**config.mk**
```make
export PLATFORM = sky130hd
export DESIGN_NAME = half_float_to_srgb8
export DESIGN_NICKNAME = d
export VERILOG_FILES = /design/src/rtl/core/hf2srgb_pkg.sv /design/src/rtl/core/hf2srgb_classify.sv /design/src/rtl/core/hf2srgb_search_stage.sv /design/src/rtl/core/half_float_to_srgb8.sv
export SDC_FILE = /design/constraint.sdc
export NUM_CORES = 1
export LEC_CHECK = 0
export BUFFER_PORTS_ARGS = -buffer_cell sky130_fd_sc_hd__buf_4
export CORE_UTILIZATION = 56
export CTS_CLUSTER_SIZE = 12
export DETAILED_ROUTE_END_ITERATION = 16
export PLACE_DENSITY = 0.77
export SLEW_MARGIN = 0
export SYNTH_ARGS = -nofsm -noshare
export SYNTH_HDL_FRONTEND = slang
export SYNTH_SLANG_ARGS = --single-unit
```
**constraint.sdc**
```tcl
create_clock -name clock -period 3 [get_ports clock]
set_input_delay 0.15 -clock clock [delete_from_list [all_inputs] [get_ports clock]]
set_output_delay 0.15 -clock clock [all_outputs]
set_load 0.03 [all_outputs]
```
**src/rtl/core/hf2srgb_pkg.sv**
```systemverilog
// Shared types, constants and the build-time code threshold table for half_float_to_srgb8.
`timescale 1ns / 1ps
`default_nettype none

package hf2srgb_pkg;

   localparam int CODE_W = 8;
   localparam int KEY_W  = 15;
   localparam int CODES  = 1 << CODE_W;

   localparam logic [4:0]       EXP_MAX  = 5'h1f;
   localparam logic [KEY_W-1:0] ONE_KEY  = 15'h3c00;   // bit pattern of 1.0
   localparam logic [CODE_W-1:0] CODE_MAX = {CODE_W{1'b1}};

   // Item as it travels down the pipeline.
   typedef struct packed {
      logic                 valid;
      logic                 force_zero;   // NaN or sign set
      logic                 force_max;    // >= 1.0 or +inf
      logic [KEY_W-1:0]     key;          // magnitude bits of the half
      logic [CODE_W-1:0]    code;         // code bits settled so far
   } stage_type;

   // True when the positive half h (below 1.0) encodes to a code of at least k.
   // Exact: linear segment by integer compare, power segment by
   // M^5 * 10761^12 >= (40k + 541)^12 * 2^120.
   function automatic logic reaches_code(logic [KEY_W-1:0] h, int k);
      logic [4:0]   ex;
      logic [9:0]   man;
      logic [23:0]  m;
      logic [63:0]  lin_l;
      logic [63:0]  lin_r;
      logic [15:0]  n;
      logic [319:0] lhs;
      logic [319:0] rhs;
      ex  = h[14:10];
      man = h[9:0];
      if (ex == 5'd0) begin
         m = {14'd0, man};
      end else begin
         m = 24'({13'd0, 1'b1, man} << (ex - 5'd1));
      end
      lin_l = 64'(m) * 64'd10000000;
      lin_r = 64'd31308 << 24;
      if (lin_l <= lin_r) begin
         return (64'd32946 * 64'(m) + 64'd83886080) >= (64'(k) * 64'd167772160);
      end
      n   = 16'(40 * k + 541);
      lhs = 320'd1;
      rhs = 320'd1;
      for (int i = 0; i < 5; i++) begin
         lhs = lhs * 320'(m);
         rhs = rhs << 24;
      end
      for (int i = 0; i < 12; i++) begin
         lhs = lhs * 320'd10761;
         rhs = rhs * 320'(n);
      end
      return lhs >= rhs;
   endfunction

   // Entry k: smallest magnitude pattern whose code is at least k
   // (ONE_KEY when no value below 1.0 reaches it). Entry 0 is zero.
   function automatic logic [CODES-1:0][KEY_W-1:0] build_thresholds();
      logic [CODES-1:0][KEY_W-1:0] t;
      logic [KEY_W-1:0] lo;
      logic [KEY_W-1:0] hi;
      logic [KEY_W-1:0] mid;
      t[0] = '0;
      for (int k = 1; k < CODES; k++) begin
         lo = 15'd1;
         hi = ONE_KEY;
         for (int i = 0; i < KEY_W; i++) begin
            if (lo < hi) begin
               mid = KEY_W'(({1'b0, lo} + {1'b0, hi}) >> 1);
               if (reaches_code(mid, k)) begin
                  hi = mid;
               end else begin
                  lo = mid + 15'd1;
               end
            end
         end
         t[k] = lo;
      end
      return t;
   endfunction

   localparam logic [CODES-1:0][KEY_W-1:0] THRESHOLD = build_thresholds();

endpackage

`default_nettype wire

```
**src/rtl/core/hf2srgb_classify.sv**
```systemverilog
// Input register stage: splits the half and flags the special cases.
`timescale 1ns / 1ps
`default_nettype none

module hf2srgb_classify (
   input  wire logic                  clock,
   input  wire logic                  reset,
   input  wire logic                  start,
   input  wire logic [15:0]           req_half_value,
   output hf2srgb_pkg::stage_type     stage_out
);

   hf2srgb_pkg::stage_type stage_in;
   hf2srgb_pkg::stage_type stage_ff;
   logic                   is_nan;

   always_comb begin
      is_nan = (req_half_value[14:10] == hf2srgb_pkg::EXP_MAX) &&
               (req_half_value[9:0] != 10'd0);
      stage_in.valid      = start;
      stage_in.force_zero = is_nan || req_half_value[15];
      stage_in.force_max  = !is_nan && !req_half_value[15] &&
                            (req_half_value[14:0] >= hf2srgb_pkg::ONE_KEY);
      stage_in.key        = req_half_value[14:0];
      stage_in.code       = '0;
   end

   always_ff @(posedge clock) begin
      if (reset) begin
         stage_ff.valid <= 1'b0;
      end else begin
         stage_ff.valid <= stage_in.valid;
      end
      stage_ff.force_zero <= stage_in.force_zero;
      stage_ff.force_max  <= stage_in.force_max;
      stage_ff.key        <= stage_in.key;
      stage_ff.code       <= stage_in.code;
   end

   assign stage_out = stage_ff;

endmodule

`default_nettype wire

```
**src/rtl/core/hf2srgb_search_stage.sv**
```systemverilog
// One bisection step of the code search: settles one code bit against the threshold table.
`timescale 1ns / 1ps
`default_nettype none

module hf2srgb_search_stage #(
   parameter int STEP_BIT = hf2srgb_pkg::CODE_W - 1
) (
   input  wire logic              clock,
   input  wire logic              reset,
   input  hf2srgb_pkg::stage_type stage_in,
   output hf2srgb_pkg::stage_type stage_out
);

   hf2srgb_pkg::stage_type            next_in;
   hf2srgb_pkg::stage_type            stage_ff;
   logic [hf2srgb_pkg::CODE_W-1:0]    trial;

   always_comb begin
      trial   = stage_in.code | (hf2srgb_pkg::CODE_W'(1) << STEP_BIT);
      next_in = stage_in;
      if (stage_in.key >= hf2srgb_pkg::THRESHOLD[trial]) begin
         next_in.code = trial;
      end
   end

   always_ff @(posedge clock) begin
      if (reset) begin
         stage_ff.valid <= 1'b0;
      end else begin
         stage_ff.valid <= next_in.valid;
      end
      stage_ff.force_zero <= next_in.force_zero;
      stage_ff.force_max  <= next_in.force_max;
      stage_ff.key        <= next_in.key;
      stage_ff.code       <= next_in.code;
   end

   assign stage_out = stage_ff;

endmodule

`default_nettype wire

```
**src/rtl/core/half_float_to_srgb8.sv**
```systemverilog
// Top level: half-float linear light to 8-bit sRGB code, fully pipelined.
`timescale 1ns / 1ps
`default_nettype none

// Converts one IEEE half-precision linear value to its 8-bit sRGB code.
// A transaction is taken on every clock edge with start high; busy is held
// low, so one sample per cycle is sustained. The code appears on
// rsp_srgb_code with rsp_valid high for exactly one cycle, once the sample
// has passed the input register, eight search steps and the output
// register. The receiver cannot stall the pipeline: it must take each
// result in the cycle it is shown. The search is an eight-step
// bisection over a 256-entry threshold table, one code bit per stage.
// Negative inputs, zeros and NaNs give 0; 1.0 and above, and +inf, give 255;
// subnormals are handled with their true value. Ties round up.

module half_float_to_srgb8 (
   input  wire logic        clock,
   input  wire logic        reset,
   input  wire logic        start,
   output      logic        busy,
   input  wire logic [15:0] req_half_value,
   output      logic        rsp_valid,
   output      logic [7:0]  rsp_srgb_code
);

   localparam int STEPS = hf2srgb_pkg::CODE_W;

   // pipe[0] leaves the input stage; pipe[i+1] leaves search step i
   hf2srgb_pkg::stage_type pipe [STEPS+1];

   logic                          rsp_valid_in;
   logic                          rsp_valid_ff;
   logic [hf2srgb_pkg::CODE_W-1:0] rsp_code_in;
   logic [hf2srgb_pkg::CODE_W-1:0] rsp_code_ff;

   // never backs up: a new transaction can enter every cycle
   assign busy = 1'b0;

   hf2srgb_classify u_classify (
      .clock          (clock),
      .reset          (reset),
      .start          (start),
      .req_half_value (req_half_value),
      .stage_out      (pipe[0])
   );

   // MSB first: each step tries setting one more code bit
   for (genvar g = 0; g < STEPS; g++) begin : g_step
      hf2srgb_search_stage #(
         .STEP_BIT (STEPS - 1 - g)
      ) u_step (
         .clock     (clock),
         .reset     (reset),
         .stage_in  (pipe[g]),
         .stage_out (pipe[g+1])
      );
   end

   // special cases override the searched code
   always_comb begin
      rsp_valid_in = pipe[STEPS].valid;
      priority if (pipe[STEPS].force_zero) begin
         rsp_code_in = '0;
      end else if (pipe[STEPS].force_max) begin
         rsp_code_in = hf2srgb_pkg::CODE_MAX;
      end else begin
         rsp_code_in = pipe[STEPS].code;
      end
   end

   always_ff @(posedge clock) begin
      if (reset) begin
         rsp_valid_ff <= 1'b0;
      end else begin
         rsp_valid_ff <= rsp_valid_in;
      end
      rsp_code_ff <= rsp_code_in;
   end

   assign rsp_valid     = rsp_valid_ff;
   assign rsp_srgb_code = rsp_code_ff;

endmodule

`default_nettype wire

```
# Word level (Yosys, flattened, before mapping)
# Memory sizes are Yosys's and may differ from the RTL's. A register that Yosys moved wholly into a read port is not among the register bits.
# Index checks and enable logic that the tools add are counted.
[totals] register_bits=220 mem_bits_ro=13440 input_bits=19 output_inout_bits=10 wordCells=92 mem_count=7
[op_classes] n_lt_le_gt_ge=16 n_eq_ne=1 n_mux=9 reduce_logical=7
[mem_list] name="(name not given)" words=128 width=15 read_ports=1 rd_ports_with_merged_regs=0 write_ports=0 line="hf2srgb_search_stage.sv:21" text="if (stage_in.key >= hf2srgb_pkg::THRESHOLD[trial]) begin"
[mem_list] name="(name not given)" words=128 width=15 read_ports=1 rd_ports_with_merged_regs=0 write_ports=0 line="hf2srgb_search_stage.sv:21"
[mem_list] name="(name not given)" words=128 width=15 read_ports=1 rd_ports_with_merged_regs=0 write_ports=0 line="hf2srgb_search_stage.sv:21"
[mem_list] name="(name not given)" words=128 width=15 read_ports=1 rd_ports_with_merged_regs=0 write_ports=0 line="hf2srgb_search_stage.sv:21"
[mem_list] name="(name not given)" words=128 width=15 read_ports=1 rd_ports_with_merged_regs=0 write_ports=0 line="hf2srgb_search_stage.sv:21"
[mem_list] name="(name not given)" words=128 width=15 read_ports=1 rd_ports_with_merged_regs=1 write_ports=0 line="hf2srgb_search_stage.sv:21"
[mem_list] name="1 more memories"
[op_table] operator=">= comparator 15 bit" count=7
[op_table] operator="two-way mux 15 bit" count=7
[op_table] operator="< comparator 8 x 9 -> 1 bit, second input constant" count=7
[op_table] operator=">= comparator 15 x 14 -> 1 bit, second input constant" count=2
[op_table] operator="two-way mux 8 bit" count=2
[op_table] operator="nonzero test 10 bit" count=1
[op_table] operator="equality test 5 bit, second input constant" count=1
[op_table] operator="logical AND 1 bit" count=3
[op_table] operator="zero test 1 bit" count=2
[op_table] operator="logical OR 1 bit" count=1

# Longest topological paths before layout
[logic_depth] word_depth=5 mapped_depth=17 mapped_depth_nobuf=15

# Hierarchy
# Synthesis repeated with hierarchy kept, for this count alone.
[unflattened] hier_cells=3221 hier_area_um2=24553.5
[by_module_without_submodules] mod="hf2srgb_search_stage (g_step[6].u_step)" n_inst=1 cells_each=418 area_per_inst_um2=3169.3 seq_area_each_um2=520.5
[by_module_without_submodules] mod="hf2srgb_search_stage (g_step[7].u_step)" n_inst=1 cells_each=429 area_per_inst_um2=3114.2 seq_area_each_um2=520.5
[by_module_without_submodules] mod="hf2srgb_search_stage (g_step[3].u_step)" n_inst=1 cells_each=410 area_per_inst_um2=3059.2 seq_area_each_um2=520.5
[by_module_without_submodules] mod="hf2srgb_search_stage (g_step[5].u_step)" n_inst=1 cells_each=404 area_per_inst_um2=3054.2 seq_area_each_um2=520.5
[by_module_without_submodules] mod="hf2srgb_search_stage (g_step[2].u_step)" n_inst=1 cells_each=388 area_per_inst_um2=2992.9 seq_area_each_um2=520.5
[by_module_without_submodules] mod="hf2srgb_search_stage (g_step[4].u_step)" n_inst=1 cells_each=379 area_per_inst_um2=2864.0 seq_area_each_um2=520.5
[by_module_without_submodules] mod="hf2srgb_search_stage (g_step[1].u_step)" n_inst=1 cells_each=372 area_per_inst_um2=2806.4 seq_area_each_um2=520.5
[by_module_without_submodules] mod="hf2srgb_search_stage (g_step[0].u_step)" n_inst=1 cells_each=361 area_per_inst_um2=2678.8 seq_area_each_um2=520.5
[by_module_without_submodules] mod="hf2srgb_classify" n_inst=1 cells_each=39 area_per_inst_um2=525.5 seq_area_each_um2=360.3
[by_module_without_submodules] mod="half_float_to_srgb8" n_inst=1 cells_each=21 area_per_inst_um2=289.0 seq_area_each_um2=180.2

# Least setup slack after synthesis
# OpenSTA, ideal clock, no wires.
[synth_timing] kind="register -> register" startpoint="reg g_step[5].u_step.stage_ff (netlist bit g_step[5].u_step.stage_out[3])" endpoint="reg g_step[6].u_step.stage_ff (netlist bit g_step[6].u_step.stage_out[1])" setup_ns=0.128 arrival_time_ns=3.087 required_ns=2.872 slack_ns=-0.215 stages_incl_launch_ff=16 path_buffers=1 synth_period_minus_slack_ns=3.215 path_cell_list="dfxtp_1 -> clkbuf_1 -> inv_1 -> ha_1 -> nand2b_1 -> and3_1 -> a211oi_1 -> a211oi_1 -> a21oi_1 -> ha_1 -> nand2b_1 -> a21o_1 -> a21oi_1 -> o211ai_1 -> a221oi_1 -> o21ai_0"
[synth_via] elab_chain_len=3
[synth_lines] element="from (decl)" line="hf2srgb_search_stage.sv:15" text="hf2srgb_pkg::stage_type stage_ff;"
[synth_lines] element="memory (128 x 15 bit)"
[synth_lines] element="two-way mux 15 bit (implied by the code)" line="hf2srgb_search_stage.sv:21"
[synth_lines] element=">= comparator 15 bit" line="hf2srgb_search_stage.sv:21"
[synth_lines] element="to (decl)" line="hf2srgb_search_stage.sv:15"
# No other way between the ends. The select of a mux whose other input is x is not followed.
# A chain may end at the register's enable or synchronous reset.

# Worst setup path after layout
[layout_timing] startpoint="reg g_step[6].u_step.stage_ff (netlist bit g_step[6].u_step.stage_out[3])" endpoint="reg g_step[7].u_step.stage_ff (netlist bit g_step[7].u_step.stage_out[0])"
[layout_via] elab_chain_len=3
[layout_lines] element="memory (128 x 15 bit)"
[layout_lines] element="two-way mux 15 bit (implied by the code)" line="hf2srgb_search_stage.sv:21"
[layout_lines] element=">= comparator 15 bit" line="hf2srgb_search_stage.sv:21"
[layout_lines] element="to (decl)" line="hf2srgb_search_stage.sv:15"
# No other way between the ends. The select of a mux whose other input is x is not followed.

==> results_dict.tcl <==
set metrics [dict create \
    status "completed" \
    grt_pass1_wl_um 46100 \
    cap_violations 0 \
    drive_above_1_share 0.188 \
    max_slew_margin 0.617 \
    via_per_inst 6.22 \
    fp.dieW_um 138 \
    die_y_um 138 \
    dieArea_mm2 0.0191 \
    antenna_found_initial 0 \
    htreeDepth 4 \
    required_ns 3.32 \
    synth-async-reset-ratio 0 \
    p_total_mw 7.82 \
    postLayoutCellArea_mm2 0.0126 \
    ys.warnings.count 0 \
    layout_common_cells "189 x dfxtp_1, 131 x buf_4, 121 x ha_1" \
    hold_viol_final 0 \
    final_common_cell "dfxtp_1" \
    cts_root_buffer "clkbuf_16" \
    synth_nets 1335 \
    cts_max_path_buffers 2 \
    cts_inserted_buffers 17 \
    r2r_start "g_step[6].u_step.stage_out[3]" \
    finalWorstSetupSlack_ns 0.0787 \
    instances_no_fill 1529 \
    cts_tree "yes" \
    clock_latency_ns 0.46 \
    wl_um 29500 \
    critical_path_class "flip-flop to flip-flop" \
    ios 29 \
    grt_use_total 0.304 \
    dpl_cell_area_mm2 0.0115 \
    crit_path_start_kind "flip-flop" \
    core-area_mm2 0.0181 \
    fin_skew_ns 0.0162 \
    dp_slack_ns -0.109 \
    hold_class "flip-flop to flip-flop" \
    p_leak_nw 5.60 \
    tns_ns 0 \
    dp_hpwl_um 20700 \
    crit_chain "buf_12 -> inv_2 -> buf_4 -> ha_1 -> mux2i_1 -> mux4_2 -> a21oi_2 -> ha_1 -> a21o_1 -> a21oi_1 -> o211ai_1 -> a21oi_1 -> o21ai_0" \
    grt_max_degree 53 \
    drtAntennaViolNets 0 \
    finalNetCount 1435 \
    ir_worst_vdd_uv 623 \
    fin_crit_ns 2.92 \
    startpoint "g_step[6].u_step.stage_out[3]" \
    worst_pin_slew_ns 0.574 \
    syn2layout_area_growth_pct 21.4 \
    synth_edf_count 0 \
    first_iter_violations 885 \
    syn_inst 1187 \
    setup_viol 0 \
    cp-end-kind "flip-flop" \
    clock-sinks 194 \
    numPlacedInstances 1471 \
    grt_remaining_overflow 0 \
    ys_seq_elements 194 \
    syn_area_mm2 0.0104 \
    slowest_delay_ns 0.50 \
    start_util 0.575 \
    clk_pin_slew_ns 0.09 \
    cp_max_fo 13 \
    clock.fmax_mhz 342 \
    cp_slowest_cell "mux4_2" \
    detail_route.wl_per_cell_um 19.3 \
    grt_pass1_vias 8932 \
    port_buffers 27 \
    period_share 0.974 \
    num_vias 9510 \
    synthFlopType "dfxtp_1" \
    crit_arrival_ns 3.25 \
    remaining_drc_errors 0 \
    first_pass_iters 6 \
    pwr_density_cell_mw_per_mm2 619 \
    gp_congestion 1.01 \
    syn_avg_cell_area_um2 8.77 \
    synth.yosys.seq_area_share 0.373 \
    drv_slew 0 \
    min_from "g_step[0].u_step.stage_out[23]" \
    synth_cell_type_count 63 \
    num_rows 49 \
    diodes 0 \
]
-- flip-flops by register name, summed over array words and instances (netlist names), named ones only --
| name | flops |
|---|---|
| rsp_valid | 1 |
| rsp_srgb_code | 8 |
| u_classify.stage_out | 18 |
| g_step.u_step.stage_out | 165 |
-- cells by family after synthesis --
logic type / count (synthesis) / synth area share
AOI/OAI and AO/OA: 380 / 0.233
and+or+nand+nor: 336 / 0.154
DFF: 194 / 0.373
adders and majority gates: 129 / 0.155
buffers and inverters: 125 / 0.0503
muxes: 21 / 0.0337
other: 1 / 0.000360
xor gates and xnor gates: 1 / 0.000842
-- final timing paths --
kind                                    endpoint  slack, ns  cells past startpoint
hold reg to reg   g_step[1].u_step.stage_out[23]       0.32                      0
setup / recovery   g_step[7].u_step.stage_out[0]       0.08                     13
setup reg to reg   g_step[7].u_step.stage_out[0]       0.08                     13
hold / removal    g_step[1].u_step.stage_out[23]       0.32                      0
-- through the flow --
step / hold WS, ns / util
final: 0.317 / 0.699
after global routing: 0.339 / 0.699
after CTS: 0.324 / 0.683
after detailed placement: 0.263 / 0.634
after global placement: 0.263 / 0.634
after floorplan: 0.178 / -
-- what timing repair did --
| item | 4_1_cts | 5_1_grt |
|---|---|---|
| endpoints found under the hold margin | 27 | 0 |
| pin swaps | 0 | 11 |
| hold buffers | 19 | 0 |
| setup endpoints to repair | 1 | 3 |
| gates cloned | 0 | 2 |
| setup buffers | 0 | 5 |
| resized for setup | 15 | 51 |
-- cell usage after synthesis, drive strengths merged (6+ instances only) --
cell,n,area (um2)
buf,35,185
nand4,9,56.3
nand2b,24,150
a21o,30,225
o311ai,9,78.8
o211ai,15,113
mux2i,8,80.1
nor2b,36,225
ha,129,1610
inv,43,161
clkbuf,47,176
nor3,24,120
a31oi,19,119
a31o,7,61.3
a221oi,7,61.3
a311oi,11,96.3
a21oi,93,465
o21ai,95,475
o22ai,13,81.3
nor3b,6,45.0
a211oi,28,210
dfxtp,194,3880
o31ai,16,120
a22oi,6,45.0
nor2,97,367
mux4,11,248
nand3,27,135
nand2,88,330
-- worst max-delay path, delay by kind of cell, from the launching register on --
family	cells	cell delay [ns]
AO/OA/AOI/OAI	6	0.87
multiplexers	2	0.58
adder cells (fa/ha/maj)	2	0.55
flip-flops	1	0.41
buffers and inverters	3	0.39
-- area by class of cell --
type                            count  area, um2
Clock buffer                       17        425
Clock inverter                     15        241
Fill cell                        1355       5450
Inverter                           43        166
Multi-Input combinational cell    868       6210
Sequential cell                   194       3900
Tap cell                          229        287
Timing Repair Buffer              163       1410
-- per-layer routing --
metal	share of wire	up-vias	wire (um)	GRT usage
met1	0.41	4451	12100	0.382
met4	0.035	0	1030	0.126
li1	-	4531	-	-
met2	0.49	441	14300	0.512
met3	0.070	87	2070	0.0572
met5	0	-	0	0
-- report_power, final --
part,switching [mW],leakage (nW),internal [mW],total [mW]
Sequential,0.139,1.63,2.74,2.88
Combinational,1.37,3.65,1.11,2.48
Clock,1.26,0.320,1.21,2.46
No activity file was read; power rests on OpenSTA's default activity.
